$ cat src/assert_macros.svh
// assertion macros for the alert table
`ifndef ASSERT_MACROS_SVH
`define ASSERT_MACROS_SVH
`ifndef ASSERT_OFF
`define ASSERT_IMPL(label, prop, msg) \
    label: assert property (@(posedge clk) disable iff (!rst_n) prop) else $error(msg);
`define ASSERT_NEVER(label, expr, msg) \
    label: assert property (@(posedge clk) disable iff (!rst_n) !(expr)) else $error(msg);
`else
`define ASSERT_IMPL(label, prop, msg)
`define ASSERT_NEVER(label, expr, msg)
`endif
`endif

$ cat src/tat_pkg.sv
`default_nettype none
package tat_pkg;
    localparam logic [2:0] REQ_ADD    = 3'd0;
    localparam logic [2:0] REQ_REMOVE = 3'd1;
    localparam logic [2:0] REQ_SWEEP  = 3'd2;
    localparam logic [2:0] REQ_CLEAR  = 3'd3;
    localparam logic [2:0] REQ_READ   = 3'd4;
    localparam logic [2:0] REQ_FLAGS  = 3'd5;

    // compaction filter selected by the controller
    typedef enum logic [1:0] {
        FILT_TEST  = 2'd0,
        FILT_PFX   = 2'd1,
        FILT_EXP   = 2'd2,
        FILT_EVICT = 2'd3
    } filt_t;

    typedef enum logic [3:0] {
        ST_IDLE,
        ST_PURGE,
        ST_MATCH,
        ST_MIN,
        ST_EVICT,
        ST_APPEND,
        ST_COMPACT,
        ST_SIMPLE,
        ST_RESULT
    } state_t;

    typedef struct packed {
        logic   scan_start;   // clear scan pointers
        logic   scan_step;    // process one slot
        filt_t  filt;
        logic   match_step;
        logic   min_step;
        logic   update_hit;
        logic   append;
        logic   do_simple;
        logic   load_out;
        logic   add_refused;
    } dp_cmd_t;

    typedef struct packed {
        logic scan_done;
        logic has_real;
        logic hit_found;
        logic full;
        logic appended;
    } dp_sts_t;

    function automatic logic [63:0] key_form(input logic [63:0] raw, input int kb);
        logic [63:0] k;
        logic        stop;
        k = '0;
        stop = 1'b0;
        for (int i = 0; i < 8; i++) begin
            if (i >= kb || raw[8*i +: 8] == 8'd0)
                stop = 1'b1;
            if (!stop)
                k[8*i +: 8] = raw[8*i +: 8];
        end
        return k;
    endfunction

    function automatic logic [63:0] prefix_mask(input logic [3:0] n, input int kb);
        logic [63:0] m;
        m = '0;
        for (int i = 0; i < 8; i++)
            if (i < int'(n) && i < kb)
                m[8*i +: 8] = 8'hFF;
        return m;
    endfunction
endpackage
`default_nettype wire

$ cat src/tat_ctrl.sv
`default_nettype none
module tat_ctrl (
    input  wire logic            clk,
    input  wire logic            rst_n,
    input  wire logic            in_valid,
    output logic                 in_stall,
    output logic                 out_valid,
    input  wire logic            out_stall,
    input  wire logic [2:0]      req_type,
    input  wire logic            is_test,
    output tat_pkg::dp_cmd_t     cmd,
    input  wire tat_pkg::dp_sts_t sts
);
    import tat_pkg::*;

    state_t state_reg, state_next;
    logic [2:0] req_reg;
    logic       test_reg;
    logic       accept;

    assign accept = in_valid && !in_stall;

    always_ff @(posedge clk or negedge rst_n)
    begin
        if (!rst_n)
        begin
            state_reg <= ST_IDLE;
            req_reg   <= REQ_ADD;
            test_reg  <= 1'b0;
        end
        else
        begin
            state_reg <= state_next;
            if (accept)
            begin
                req_reg  <= req_type;
                test_reg <= is_test;
            end
        end
    end

    always_comb
    begin
        state_next = state_reg;
        unique case (state_reg)
            ST_IDLE:
                if (accept)
                begin
                    case (req_type) inside
                        REQ_ADD:               state_next = is_test ? ST_MATCH : ST_PURGE;
                        REQ_REMOVE, REQ_SWEEP: state_next = ST_COMPACT;
                        default:               state_next = ST_SIMPLE;
                    endcase
                end
            ST_PURGE:   if (sts.scan_done) state_next = ST_MATCH;
            ST_MATCH:
                if (test_reg && sts.has_real)           state_next = ST_RESULT;
                else if (sts.hit_found)                 state_next = ST_RESULT;
                else if (sts.scan_done)                 state_next = sts.full ? ST_MIN : ST_APPEND;
            ST_MIN:     if (sts.scan_done) state_next = ST_EVICT;
            ST_EVICT:   if (sts.scan_done) state_next = ST_APPEND;
            ST_APPEND:  state_next = ST_RESULT;
            ST_COMPACT: if (sts.scan_done) state_next = ST_RESULT;
            ST_SIMPLE:  state_next = ST_RESULT;
            ST_RESULT:  if (!out_stall) state_next = ST_IDLE;
            default:    state_next = ST_IDLE;
        endcase
    end

    always_comb
    begin
        cmd = '0;
        cmd.filt = FILT_TEST;
        in_stall  = (state_reg != ST_IDLE);
        out_valid = (state_reg == ST_RESULT);
        unique case (state_reg)
            ST_IDLE:    cmd.scan_start = 1'b1;
            ST_PURGE:
            begin
                cmd.scan_step = 1'b1;
                cmd.filt = FILT_TEST;
                if (sts.scan_done) cmd.scan_start = 1'b1;
            end
            ST_MATCH:
            begin
                if (test_reg && sts.has_real)
                    cmd.add_refused = 1'b1;
                else if (sts.hit_found)
                    cmd.update_hit = 1'b1;
                else if (sts.scan_done)
                    cmd.scan_start = 1'b1;
                else
                    cmd.match_step = 1'b1;
                if ((test_reg && sts.has_real) || sts.hit_found)
                    cmd.load_out = 1'b1;
            end
            ST_MIN:
            begin
                cmd.min_step = 1'b1;
                if (sts.scan_done) cmd.scan_start = 1'b1;
            end
            ST_EVICT:
            begin
                cmd.scan_step = 1'b1;
                cmd.filt = FILT_EVICT;
            end
            ST_APPEND:
            begin
                cmd.append = 1'b1;
                cmd.load_out = 1'b1;
            end
            ST_COMPACT:
            begin
                cmd.scan_step = 1'b1;
                cmd.filt = (req_reg == REQ_REMOVE) ? FILT_PFX : FILT_EXP;
                cmd.load_out = sts.scan_done;
            end
            ST_SIMPLE:
            begin
                cmd.do_simple = 1'b1;
                cmd.load_out = 1'b1;
            end
            ST_RESULT:  ;
            default:    ;
        endcase
    end

    `include "assert_macros.svh"
    `ASSERT_NEVER(a_no_accept_busy, accept && state_reg != ST_IDLE, "accept while busy")
    `ASSERT_IMPL(a_result_holds, (out_valid && out_stall) |=> out_valid, "result dropped")
    `ASSERT_IMPL(a_accept_leaves_idle, accept |=> state_reg != ST_IDLE, "accept ignored")
endmodule
`default_nettype wire

$ cat src/tat_dp.sv
`default_nettype none
module tat_dp #(
    parameter int MAX_ENTRIES = 8,
    parameter int KEY_BYTES   = 8,
    parameter int CW          = 4
) (
    input  wire logic              clk,
    input  wire logic              rst_n,
    input  wire logic              accept,
    input  wire tat_pkg::dp_cmd_t  cmd,
    output tat_pkg::dp_sts_t       sts,
    input  wire logic [2:0]        req_type,
    input  wire logic [31:0]       now_ms,
    input  wire logic [31:0]       timeout_ms,
    input  wire logic              is_test,
    input  wire logic [63:0]       key_text,
    input  wire logic [3:0]        prefix_len,
    input  wire logic [63:0]       latitude_bits,
    input  wire logic [63:0]       longitude_bits,
    input  wire logic signed [31:0] disaster_category,
    input  wire logic signed [31:0] alert_code,
    input  wire logic [63:0]       region_mask,
    input  wire logic [2:0]        entry_index,
    output logic                   result_flag,
    output logic                   changed_seen,
    output logic [3:0]             entry_count,
    output logic [1:0]             alert_mix,
    output logic [63:0]            entry_key,
    output logic [31:0]            entry_expiry,
    output logic                   entry_is_test,
    output logic [63:0]            entry_latitude,
    output logic [63:0]            entry_longitude,
    output logic signed [31:0]     entry_category,
    output logic signed [31:0]     entry_code,
    output logic [63:0]            entry_region
);
    import tat_pkg::*;

    localparam int IW = (MAX_ENTRIES > 1) ? $clog2(MAX_ENTRIES) : 1;
    localparam int PW = 64 + 64 + 32 + 32 + 64;

    // slot store, registers kept separate so the scan can shift them down
    logic [63:0] key_reg  [MAX_ENTRIES];
    logic [31:0] exp_reg  [MAX_ENTRIES];
    logic        tst_reg  [MAX_ENTRIES];
    logic [PW-1:0] pay_reg [MAX_ENTRIES];

    logic [CW-1:0] count_reg, rd_reg, wr_reg;
    logic [IW-1:0] min_reg, hit_reg;
    logic          new_reg, chg_reg;
    logic          hit_found_reg;

    // captured request
    logic [2:0]    req_reg;
    logic [31:0]   now_reg, expn_reg;
    logic          it_reg;
    logic [63:0]   keyf_reg, mask_reg;
    logic [PW-1:0] payin_reg;
    logic [2:0]    idx_reg;

    logic [IW-1:0] rd_i, wr_i, cnt_i;
    logic          drop;
    logic          real_any, test_any;

    assign rd_i  = rd_reg[IW-1:0];
    assign wr_i  = wr_reg[IW-1:0];
    assign cnt_i = count_reg[IW-1:0];

    always_comb
    begin
        real_any = 1'b0;
        test_any = 1'b0;
        for (int i = 0; i < MAX_ENTRIES; i++)
            if (CW'(i) < count_reg)
            begin
                if (tst_reg[i]) test_any = 1'b1;
                else            real_any = 1'b1;
            end
    end

    always_comb
    begin
        case (cmd.filt)
            FILT_TEST:  drop = tst_reg[rd_i];
            FILT_PFX:   drop = ((key_reg[rd_i] ^ keyf_reg) & mask_reg) == 64'd0;
            FILT_EXP:   drop = !(exp_reg[rd_i] == 32'd0 || now_reg < exp_reg[rd_i]);
            default:    drop = (rd_i == min_reg);
        endcase
    end

    assign sts.scan_done = (rd_reg >= count_reg);
    assign sts.has_real  = real_any;
    assign sts.hit_found = hit_found_reg;
    assign sts.full      = (count_reg >= CW'(MAX_ENTRIES));
    assign sts.appended  = new_reg;

    always_ff @(posedge clk or negedge rst_n)
    begin
        if (!rst_n)
        begin
            count_reg     <= '0;
            rd_reg        <= '0;
            wr_reg        <= '0;
            min_reg       <= '0;
            hit_reg       <= '0;
            new_reg       <= 1'b0;
            chg_reg       <= 1'b0;
            hit_found_reg <= 1'b0;
        end
        else
        begin
            if (cmd.scan_start)
            begin
                rd_reg        <= '0;
                wr_reg        <= '0;
                hit_found_reg <= 1'b0;
                // keep the minimum found by a finished min search for the eviction
                if (!cmd.min_step)
                    min_reg <= '0;
            end
            if (cmd.scan_step)
            begin
                if (rd_reg < count_reg)
                begin
                    rd_reg <= rd_reg + 1'b1;
                    if (drop)
                        chg_reg <= 1'b1;
                    else
                        wr_reg <= wr_reg + 1'b1;
                end
                else
                    count_reg <= wr_reg;
            end
            if (cmd.match_step && rd_reg < count_reg)
            begin
                rd_reg <= rd_reg + 1'b1;
                if (key_reg[rd_i] == keyf_reg)
                begin
                    hit_found_reg <= 1'b1;
                    hit_reg       <= rd_i;
                end
            end
            if (cmd.min_step && rd_reg < count_reg)
            begin
                rd_reg <= rd_reg + 1'b1;
                if (exp_reg[rd_i] < exp_reg[min_reg])
                    min_reg <= rd_i;
            end
            if (cmd.update_hit && expn_reg > exp_reg[hit_reg])
                chg_reg <= 1'b1;
            if (cmd.append)
            begin
                count_reg <= count_reg + 1'b1;
                new_reg   <= 1'b1;
                chg_reg   <= 1'b1;
            end
            if (cmd.do_simple)
            begin
                if (req_reg == REQ_CLEAR)
                begin
                    if (count_reg != '0) chg_reg <= 1'b1;
                    count_reg <= '0;
                end
                if (req_reg == REQ_FLAGS)
                begin
                    new_reg <= 1'b0;
                    chg_reg <= 1'b0;
                end
            end
        end
    end

    // slot payload, no reset
    always_ff @(posedge clk)
    begin
        if (cmd.scan_step && rd_reg < count_reg && !drop && wr_reg != rd_reg)
        begin
            key_reg[wr_i] <= key_reg[rd_i];
            exp_reg[wr_i] <= exp_reg[rd_i];
            tst_reg[wr_i] <= tst_reg[rd_i];
            pay_reg[wr_i] <= pay_reg[rd_i];
        end
        if (cmd.update_hit)
        begin
            if (expn_reg > exp_reg[hit_reg])
                exp_reg[hit_reg] <= expn_reg;
            tst_reg[hit_reg] <= it_reg;
            pay_reg[hit_reg] <= payin_reg;
        end
        if (cmd.append)
        begin
            key_reg[cnt_i] <= keyf_reg;
            exp_reg[cnt_i] <= expn_reg;
            tst_reg[cnt_i] <= it_reg;
            pay_reg[cnt_i] <= payin_reg;
        end
        if (accept)
        begin
            req_reg   <= req_type;
            now_reg   <= now_ms;
            expn_reg  <= now_ms + timeout_ms;
            it_reg    <= is_test;
            keyf_reg  <= key_form(key_text, KEY_BYTES);
            mask_reg  <= prefix_mask(prefix_len, KEY_BYTES);
            payin_reg <= {latitude_bits, longitude_bits, disaster_category, alert_code,
                          region_mask};
            idx_reg   <= entry_index;
        end
    end

    // result word; mix and count follow the table, which holds still while the word waits
    logic rd_ok;
    logic [IW-1:0] ri;
    assign ri    = IW'(idx_reg);
    assign rd_ok = ({1'b0, idx_reg} < 4'(count_reg)) && (32'(idx_reg) < MAX_ENTRIES);

    assign entry_count = 4'(count_reg);
    assign alert_mix   = {test_any, real_any};

    always_ff @(posedge clk)
    begin
        if (cmd.load_out)
        begin
            if (cmd.do_simple && req_reg == REQ_READ && rd_ok)
            begin
                result_flag   <= 1'b1;
                changed_seen  <= 1'b0;
                entry_key     <= key_reg[ri];
                entry_expiry  <= exp_reg[ri];
                entry_is_test <= tst_reg[ri];
                {entry_latitude, entry_longitude, entry_category, entry_code,
                 entry_region} <= pay_reg[ri];
            end
            else
            begin
                result_flag   <= cmd.append ||
                                 (cmd.do_simple && req_reg == REQ_FLAGS && new_reg);
                changed_seen  <= cmd.do_simple && req_reg == REQ_FLAGS && chg_reg;
                entry_key     <= '0;
                entry_expiry  <= '0;
                entry_is_test <= 1'b0;
                {entry_latitude, entry_longitude, entry_category, entry_code,
                 entry_region} <= '0;
            end
        end
    end

    `include "assert_macros.svh"
    `ASSERT_NEVER(a_count_max, count_reg > CW'(MAX_ENTRIES), "count overflow")
    `ASSERT_NEVER(a_append_full, cmd.append && count_reg >= CW'(MAX_ENTRIES), "append full")
    `ASSERT_IMPL(a_append_flags, cmd.append |=> (new_reg && chg_reg), "flags missed")
endmodule
`default_nettype wire

$ cat src/timed_alert_table.sv
// channel | direction | handshake
// input   | in        | in_valid / in_stall
// result  | out       | out_valid / out_stall
// one request at a time; an add runs the scans it needs in this order
// (purge, key search, min search and eviction scans, one slot a cycle)
// remove and sweep run one compaction scan, other requests a single step
// reset empties the table and flags; in_stall high while busy
// a stalled result holds until taken
`default_nettype none
module timed_alert_table #(
    parameter int MAX_ENTRIES = 8,
    parameter int KEY_BYTES   = 8
) (
    input  wire logic              clk,
    input  wire logic              rst_n,
    input  wire logic              in_valid,
    output logic                   in_stall,
    output logic                   out_valid,
    input  wire logic              out_stall,
    input  wire logic [2:0]        req_type,
    input  wire logic [31:0]       now_ms,
    input  wire logic [31:0]       timeout_ms,
    input  wire logic              is_test,
    input  wire logic [63:0]       key_text,
    input  wire logic [3:0]        prefix_len,
    input  wire logic [63:0]       latitude_bits,
    input  wire logic [63:0]       longitude_bits,
    input  wire logic signed [31:0] disaster_category,
    input  wire logic signed [31:0] alert_code,
    input  wire logic [63:0]       region_mask,
    input  wire logic [2:0]        entry_index,
    output logic                   result_flag,
    output logic                   changed_seen,
    output logic [3:0]             entry_count,
    output logic [1:0]             alert_mix,
    output logic [63:0]            entry_key,
    output logic [31:0]            entry_expiry,
    output logic                   entry_is_test,
    output logic [63:0]            entry_latitude,
    output logic [63:0]            entry_longitude,
    output logic signed [31:0]     entry_category,
    output logic signed [31:0]     entry_code,
    output logic [63:0]            entry_region
);
    import tat_pkg::*;

    localparam int CW = $clog2(MAX_ENTRIES + 1) + 1;

    dp_cmd_t cmd;
    dp_sts_t sts;
    logic    accept;

    assign accept = in_valid && !in_stall;

    tat_ctrl u_ctrl (
        .clk(clk), .rst_n(rst_n),
        .in_valid(in_valid), .in_stall(in_stall),
        .out_valid(out_valid), .out_stall(out_stall),
        .req_type(req_type), .is_test(is_test),
        .cmd(cmd), .sts(sts)
    );

    tat_dp #(.MAX_ENTRIES(MAX_ENTRIES), .KEY_BYTES(KEY_BYTES), .CW(CW)) u_dp (
        .clk(clk), .rst_n(rst_n), .accept(accept), .cmd(cmd), .sts(sts),
        .req_type(req_type), .now_ms(now_ms), .timeout_ms(timeout_ms),
        .is_test(is_test), .key_text(key_text), .prefix_len(prefix_len),
        .latitude_bits(latitude_bits), .longitude_bits(longitude_bits),
        .disaster_category(disaster_category), .alert_code(alert_code),
        .region_mask(region_mask), .entry_index(entry_index),
        .result_flag(result_flag), .changed_seen(changed_seen),
        .entry_count(entry_count), .alert_mix(alert_mix),
        .entry_key(entry_key), .entry_expiry(entry_expiry),
        .entry_is_test(entry_is_test), .entry_latitude(entry_latitude),
        .entry_longitude(entry_longitude), .entry_category(entry_category),
        .entry_code(entry_code), .entry_region(entry_region)
    );
endmodule
`default_nettype wire
$ cat config.mk
export PLATFORM = sky130hd
export DESIGN_NAME = timed_alert_table
export DESIGN_NICKNAME = d
export VERILOG_FILES = /design/src/tat_pkg.sv /design/src/tat_ctrl.sv /design/src/tat_dp.sv /design/src/timed_alert_table.sv
export VERILOG_INCLUDE_DIRS = /design/src /design/src/src
export SDC_FILE = /design/constraint.sdc
export NUM_CORES = 2
export LEC_CHECK = 0
export BUFFER_PORTS_ARGS = -buffer_cell sky130_fd_sc_hd__buf_2
export CAP_MARGIN = 40
export CELL_PAD_IN_SITES_DETAIL_PLACEMENT = 1
export CELL_PAD_IN_SITES_GLOBAL_PLACEMENT = 2
export CORE_AREA = 3 3 590 592
export CTS_CLUSTER_DIAMETER = 30
export CTS_CLUSTER_SIZE = 16
export DETAILED_ROUTE_END_ITERATION = 6
export DIE_AREA = 0 0 593 595
export PLACE_DENSITY = 0.86
export SLEW_MARGIN = 10
export SYNTH_ARGS = -nofsm -noshare
export SYNTH_HDL_FRONTEND = slang
export SYNTH_SLANG_ARGS = --single-unit
$ cat constraint.sdc
create_clock -name clk -period 24.6 [get_ports clk]
set_input_delay 1.23 -clock clk [delete_from_list [all_inputs] [get_ports clk]]
set_output_delay 1.23 -clock clk [all_outputs]
set_load 0.03 [all_outputs]
After elaboration in Yosys (flattened, before gate mapping)
Memories as Yosys holds them, arrays and structs flattened. A register that Yosys moved wholly into a read port is not among the register bits.
Index checks and enable logic that the tools add are counted.

storage, ports and cells
  bits in registers = 489
  bits in writable memories = 2,824
  input port bits = 399
  output and inout port bits = 363
  logic and storage cells = 289
  memories kept = 4

operators by class
  add/subtract/negate cells = 4
  magnitude comparators = 23
  equality and inequality tests = 26
  mux-type cells = 152
  bitwise gates (word level) = 2
  reduce and logical (&&, ||, !) cells = 50

memory list
  name          words  bits a word  read ports  clocked after Yosys merged registers in  wr ports  line          RTL
  u_dp.pay_reg  8      256          2           1                                        1         tat_dp.sv:46  logic [PW-1:0] pay_reg [MAX_ENTRIES];
  u_dp.key_reg  8      64           2           1                                        1         tat_dp.sv:43  logic [63:0] key_reg [MAX_ENTRIES];
  u_dp.exp_reg  8      32           4           1                                        1         tat_dp.sv:44  logic [31:0] exp_reg [MAX_ENTRIES];
  u_dp.tst_reg  8      1            10          1                                        1         tat_dp.sv:45  logic tst_reg [MAX_ENTRIES];

operator list
  kind                                                                          count
  256-bit two-way mux                                                           2
  256-bit OR reduction                                                          2
  1-bit two-way mux                                                             96
  5-bit two-way mux                                                             14
  64-bit AND                                                                    1
  64-bit equality test                                                          1
  64-bit logical NOT                                                            1
  8-bit logical NOT                                                             8
  32-bit less-than comparator                                                   2
  32-bit two-way mux                                                            2
  64-bit two-way mux                                                            1
  8-bit two-way mux                                                             8
  32-bit OR reduction                                                           2
  64-bit OR reduction                                                           1
  64-bit bitwise XOR                                                            1
  4-bit two-way mux                                                             10
  3-bit two-way mux                                                             12
  32-bit adder                                                                  1
  32-bit > comparator                                                           1
  32-bit logical NOT                                                            1
  4-bit case mux with 8 select lines                                            1
  3-bit by 5-bit less-than comparator with 1-bit output (first input constant)  4
  4-bit by 3-bit equality test with 1-bit output (second input constant)        4
  3-bit by 4-bit less-than comparator with 1-bit output (first input constant)  4
  36 further kinds                                                              77

Longest topological paths before layout
An unclocked memory read counts as a cell.

  depth in word-level cells = 27
  mapped depth = 20

Modules after synthesis
A second synthesis with hierarchy kept.

second synthesis, totals
  cell total of the unflattened synthesis = 14,413
  area total of the unflattened synthesis = 190,372.6 um2

modules (own cells, without submodules)
  module             times used  cells each  area an instance (um2)
  tat_dp             1           14,339      189,698.2
  tat_ctrl           1           73          660.6
  timed_alert_table  1           1           13.8

Worst setup path after synthesis
OpenSTA, ideal clock, no wires.

  path kind = register to register
  start = register u_dp.rd_reg[0]
  end = register u_dp.changed_seen (enable)
  library setup time = 1.190 ns
  arrival = 19.091 ns
  data required time = 23.410 ns
  slack = 4.319 ns
  stages on the path, launching flop included = 14
  cells stage by stage = dfrtp_1 > buf_6 > buf_6 > inv_4 > clkbuf_1 > ha_1 > nor2b_1 > o21a_1 > o21a_1 > o21ai_0 > nand3b_1 > mux2_2 > nand2_1 > a21oi_1

RTL lines
  item                    line           RTL
  start, declared         tat_dp.sv:48   logic [CW-1:0] count_reg, rd_reg, wr_reg;
  start signal, assigned  tat_dp.sv:125  rd_reg <= rd_reg + 1'b1;
  start signal, assigned  tat_dp.sv:136  rd_reg <= rd_reg + 1'b1;
  start signal, assigned  tat_dp.sv:145  rd_reg <= rd_reg + 1'b1;
  end signal, assigned    tat_dp.sv:238  changed_seen <= cmd.do_simple && req_reg == REQ_FLAGS && chg_reg;
  end, declared           tat_dp.sv:25   output logic changed_seen,

Worst setup path after layout
  start = register u_dp.rd_reg[0]
  end = memory u_dp.pay_reg[1][254] in the netlist's numbering (enable)

between the ends
  longest elaborated chain between the ends = 12
  elaborated cells on any way between the ends = 22
  classes of those cells = order compare (2); eq/ne (2); mux (5); bitwise (2); reduce/logical (8); memory (3)

RTL lines
  item                                                     line                        RTL
  memory 8 x 32 bit or memory 8 x 64 bit (tied branches)   -
  32-bit less-than comparator (tied with other cells)      tat_dp.sv:86                FILT_EXP: drop = !(exp_reg[rd_i] == 32'd0 || now_reg < exp_reg[rd_i]);
  1-bit logical OR or 64-bit AND (tied branches)           tat_dp.sv:86, tat_dp.sv:85
  1-bit logical NOT or 64-bit logical NOT (tied branches)  tat_dp.sv:86, tat_dp.sv:85
  1-bit case mux with 3 select lines                       tat_dp.sv:83                case (cmd.filt)
  1-bit logical NOT                                        tat_dp.sv:176               if (cmd.scan_step && rd_reg < count_reg && !drop && wr_reg != rd_reg)
  1-bit logical AND                                        tat_dp.sv:176
  1-bit logical AND *                                      tat_dp.sv:176
  1-bit two-way mux *                                      tat_dp.sv:176
  1-bit two-way mux (not written as such) *                tat_dp.sv:181               pay_reg[wr_i] <= pay_reg[rd_i];
  1-bit two-way mux (no source line) * (2 in series)       -
  end, declared                                            tat_dp.sv:46

Every way passes the cells marked *; elsewhere a longest branch is shown, timed or not.

==> summary.txt <==
Global route
  – First-pass GRT wire length: around 750000 um
  – Initial antenna violation count: 31
  – Total GRT Usage: 0.287
  – Vias in the first global route: roughly 110k
  – Largest net degree at the start of global routing: around 150
  – GRT overflow: 0

Yosys
  – Avg Inst Size Synth: 19.0 um2
  – Async SR Flop Fraction: 0.00886
  – Post-synth EDFFs: 3578
  – Most used DFF post-synth: edfxtp_1
  – Mapped Area: 165000 um2
  – Syn Inst Count: slightly below 9000
  – Register area share after synthesis: 0.658
  – Synth warnings: 0
  – Yosys reg bits: between 3000 and 4000
  – Netlist cell types: 77
  – Syn Nets: approximately 9200

Setup path
  – Crit path from: u_dp.rd_reg[0]
  – Required @ worst endpoint: 25.25 ns
  – Capturing point of the worst reg2reg path: u_dp.pay_reg[1][254]
  – Critical Path Sink Type: flip-flop
  – Flop2flop setup slack: approximately 16 ns
  – Arr. time, crit path: about 9.7 ns
  – Reg-to-Reg Start: u_dp.rd_reg[0]
  – Setup CP Type: flip-flop to flip-flop
  – Critical path peak fanout: 47
  – CP startpoint kind: flip-flop
  – Reg2Reg Depth: 23

Cells and area
  – Commonest non-fill, non-tap cells in the layout: edfxtp_1 (3578), mux4_2 (1493), mux2i_1 (839)
  – Layout cells sized above 1: 0.361
  – Most common cell after layout, fill and taps aside: edfxtp_1
  – Finished Layout Cells: approximately 15000
  – Max reg flops: approximately 2000
  – Core Util, Final: 0.586
  – Fin nets: between 10000 and 15000
  – Area Growth Syn to Fin: 22.1%

Clock tree
  – Skew-Pair Late Insertion Delay: between 1 and 1.5 ns
  – Max clock buf depth: 4
  – Clock root cell: clkbuf_16
  – Post-CTS Resized: 0
  – Hold Buf Count CTS: 0
  – CTS tree: built
  – Reg clk slew, reported paths: around 0.05 ns
  – Num CTS Buffers: roughly 730
  – Setup bufs post-CTS: 0
  – Clk sinks: 3610
  – H-Tree Depth: 6

Timing
  – Period minus WS final: 9.06 ns
  – Final Cycle Share: 0.368
  – Slew @ Worst Pin: approximately 1.1 ns
  – Fmax: ~0.11 GHz
  – Setup WS post-layout: 15.54 ns
  – Fin Setup TNS: 0 ns
  – Final Hold Fails: 0
  – Skew final: between 0.08 and 0.09 ns
  – Min Hold Slack: 0.291 ns
  – Final Max Tran Viols: 0
  – Final setup violation count: 0
  – RSZ-0062 raised after global routing: false
  – Rel. slew slack: 0.283

Route
  – Iteration-0 DRC Markers: roughly 12000
  – Initial DRT Pass Iterations: 6
  – DR vias: 97800
  – ANT nets after route: 0
  – Via-per-instance ratio: about 6.5
  – Routed length per instance: 34.1 um
  – Final wirelength: 512000 um
  – # DRC: 0

Pwr
  – Max VDD drop: 0.205 mV
  – Pwr Density: ~130 nW/um2
  – Leakage power: roughly 0.067 uW

Placement
  – Placed wire-length estimate: between 200000 and 300000 um
  – Place WS: 15.39 ns
  – Inst Count DP: between 10000 and 15000
  – IO buf count: between 700 and 800
  – GP Congestion: between 0.8 and 0.9

Floorplan
  – Die H: between 500 and 600 um
  – Core Footprint: between 300000 and 400000 um2
  – Num rows: between 200 and 250
  – Starting Density: 0.480
  – I/O pin total: approximately 760
  – Die area: approximately 350000 um2
  – Die width: 593 um

Outcome
  – Outcome: finished clean

Hold path
  – Worst Hold Class: primary input to asynchronous set/reset pin

Job
  – Number of max-cap violations: 0
area by class of cell:
| cell class | instances | area, um2 |
|---|---|---|
| clock inverter | 539 | 6630 |
| inverter | 56 | 220 |
| clock buffer | 816 | 18700 |
| timing repair buffer | 1025 | 7400 |
| sequential | 3610 | 108000 |
| tap | 4557 | 5700 |
| multi-input combinational | 4389 | 54000 |
| fill | 29700 | 142000 |
| antenna | 16 | 40.0 |
through the flow:
stage,total power (uW),area (um2)
after CTS,27200,201000
final,27100,201000
after floorplan,14800,165000
after global placement,16300,174000
after global routing,28100,201000
after detailed placement,16800,175000
where the power goes:
group / total, uW / switching (uW) / leakage, uW / internal (uW)
combinational: 7290 / 4710 / 0.0221 / 2580
clock: 10100 / 3550 / 0.0121 / 6560
sequential: 9690 / 520 / 0.0329 / 9170
total: 27100 / 8770 / 0.0671 / 18300
cell families after synthesis:
logic type | after synthesis | share of synthesized area
xor gates and xnor gates | 88 | 0.00468
adders and majority gates | 137 | 0.0105
muxes | 2349 | 0.257
AOI/OAI and AO/OA | 688 | 0.0247
and+or+nand+nor | 1127 | 0.0298
buffers and inverters | 645 | 0.0159
DFF | 3610 | 0.658
cells in the mapped netlist (all sizes together), types with 7 or more instances:
cell | number | area (um2)
mux2 | 17 | 191
o22ai | 17 | 106
a2111oi | 10 | 111
o31ai | 18 | 149
edfxtp | 3578 | 107000
a22oi | 30 | 225
or3 | 7 | 43.8
clkbuf | 349 | 1310
and2 | 57 | 357
nor2 | 718 | 2700
xor2 | 22 | 193
nand2b | 18 | 113
a211oi | 7 | 52.6
nor2b | 24 | 150
ha | 136 | 1700
a22o | 19 | 166
o211ai | 10 | 75.1
a21o | 48 | 360
inv | 55 | 209
nand2 | 136 | 510
mux2i | 839 | 8400
o21ai | 112 | 561
xnor2 | 66 | 578
nand4 | 34 | 213
nor4 | 38 | 238
or2 | 10 | 62.6
nor3 | 30 | 150
mux4 | 1493 | 33600
a21oi | 365 | 1830
nand3 | 26 | 130
dfrtp | 32 | 801
o21a | 19 | 143
buf | 240 | 1100
worst max path at each step:
stage | endpoint | slack [ns]
after CTS | u_dp.pay_reg[3][254] | 15.32
after global routing | u_dp.pay_reg[3][182] | 15.19
after floorplan | u_dp.changed_seen | 4.32
after global placement | u_dp.pay_reg[3][180] | 14.64
after detailed placement | u_dp.pay_reg[3][183] | 15.39
final | u_dp.pay_reg[1][254] | 15.54
worst max-delay path, stage by stage (launching register included):
cell and delay, ns:
dfrtp_4 0.85, buf_4 0.35, buf_16 0.27, buf_4 0.40, buf_16 0.29, mux4_2 0.56, mux2i_1 0.27, ha_1 0.34
a21oi_1 0.17, nand2_1 0.07, a21oi_1 0.18, o21ai_0 0.23, nor2_1 0.18, a41oi_1 0.19, a31oi_2 0.41, and3_4 0.34
o31ai_4 0.08, buf_4 0.32, o22ai_4 0.16, buf_4 0.38, buf_4 0.75, buf_4 0.46, buf_16 0.31, buf_4 0.74
routing by layer:
layer	GRT usage	wire [um]	vias up
li1	-	-	38700
met1	0.376	192000	52500
met2	0.467	255000	5590
met3	0.0535	42000	1071
met4	0.131	23300	8
met5	0	47	-
(Power assumes the default switching activity.)
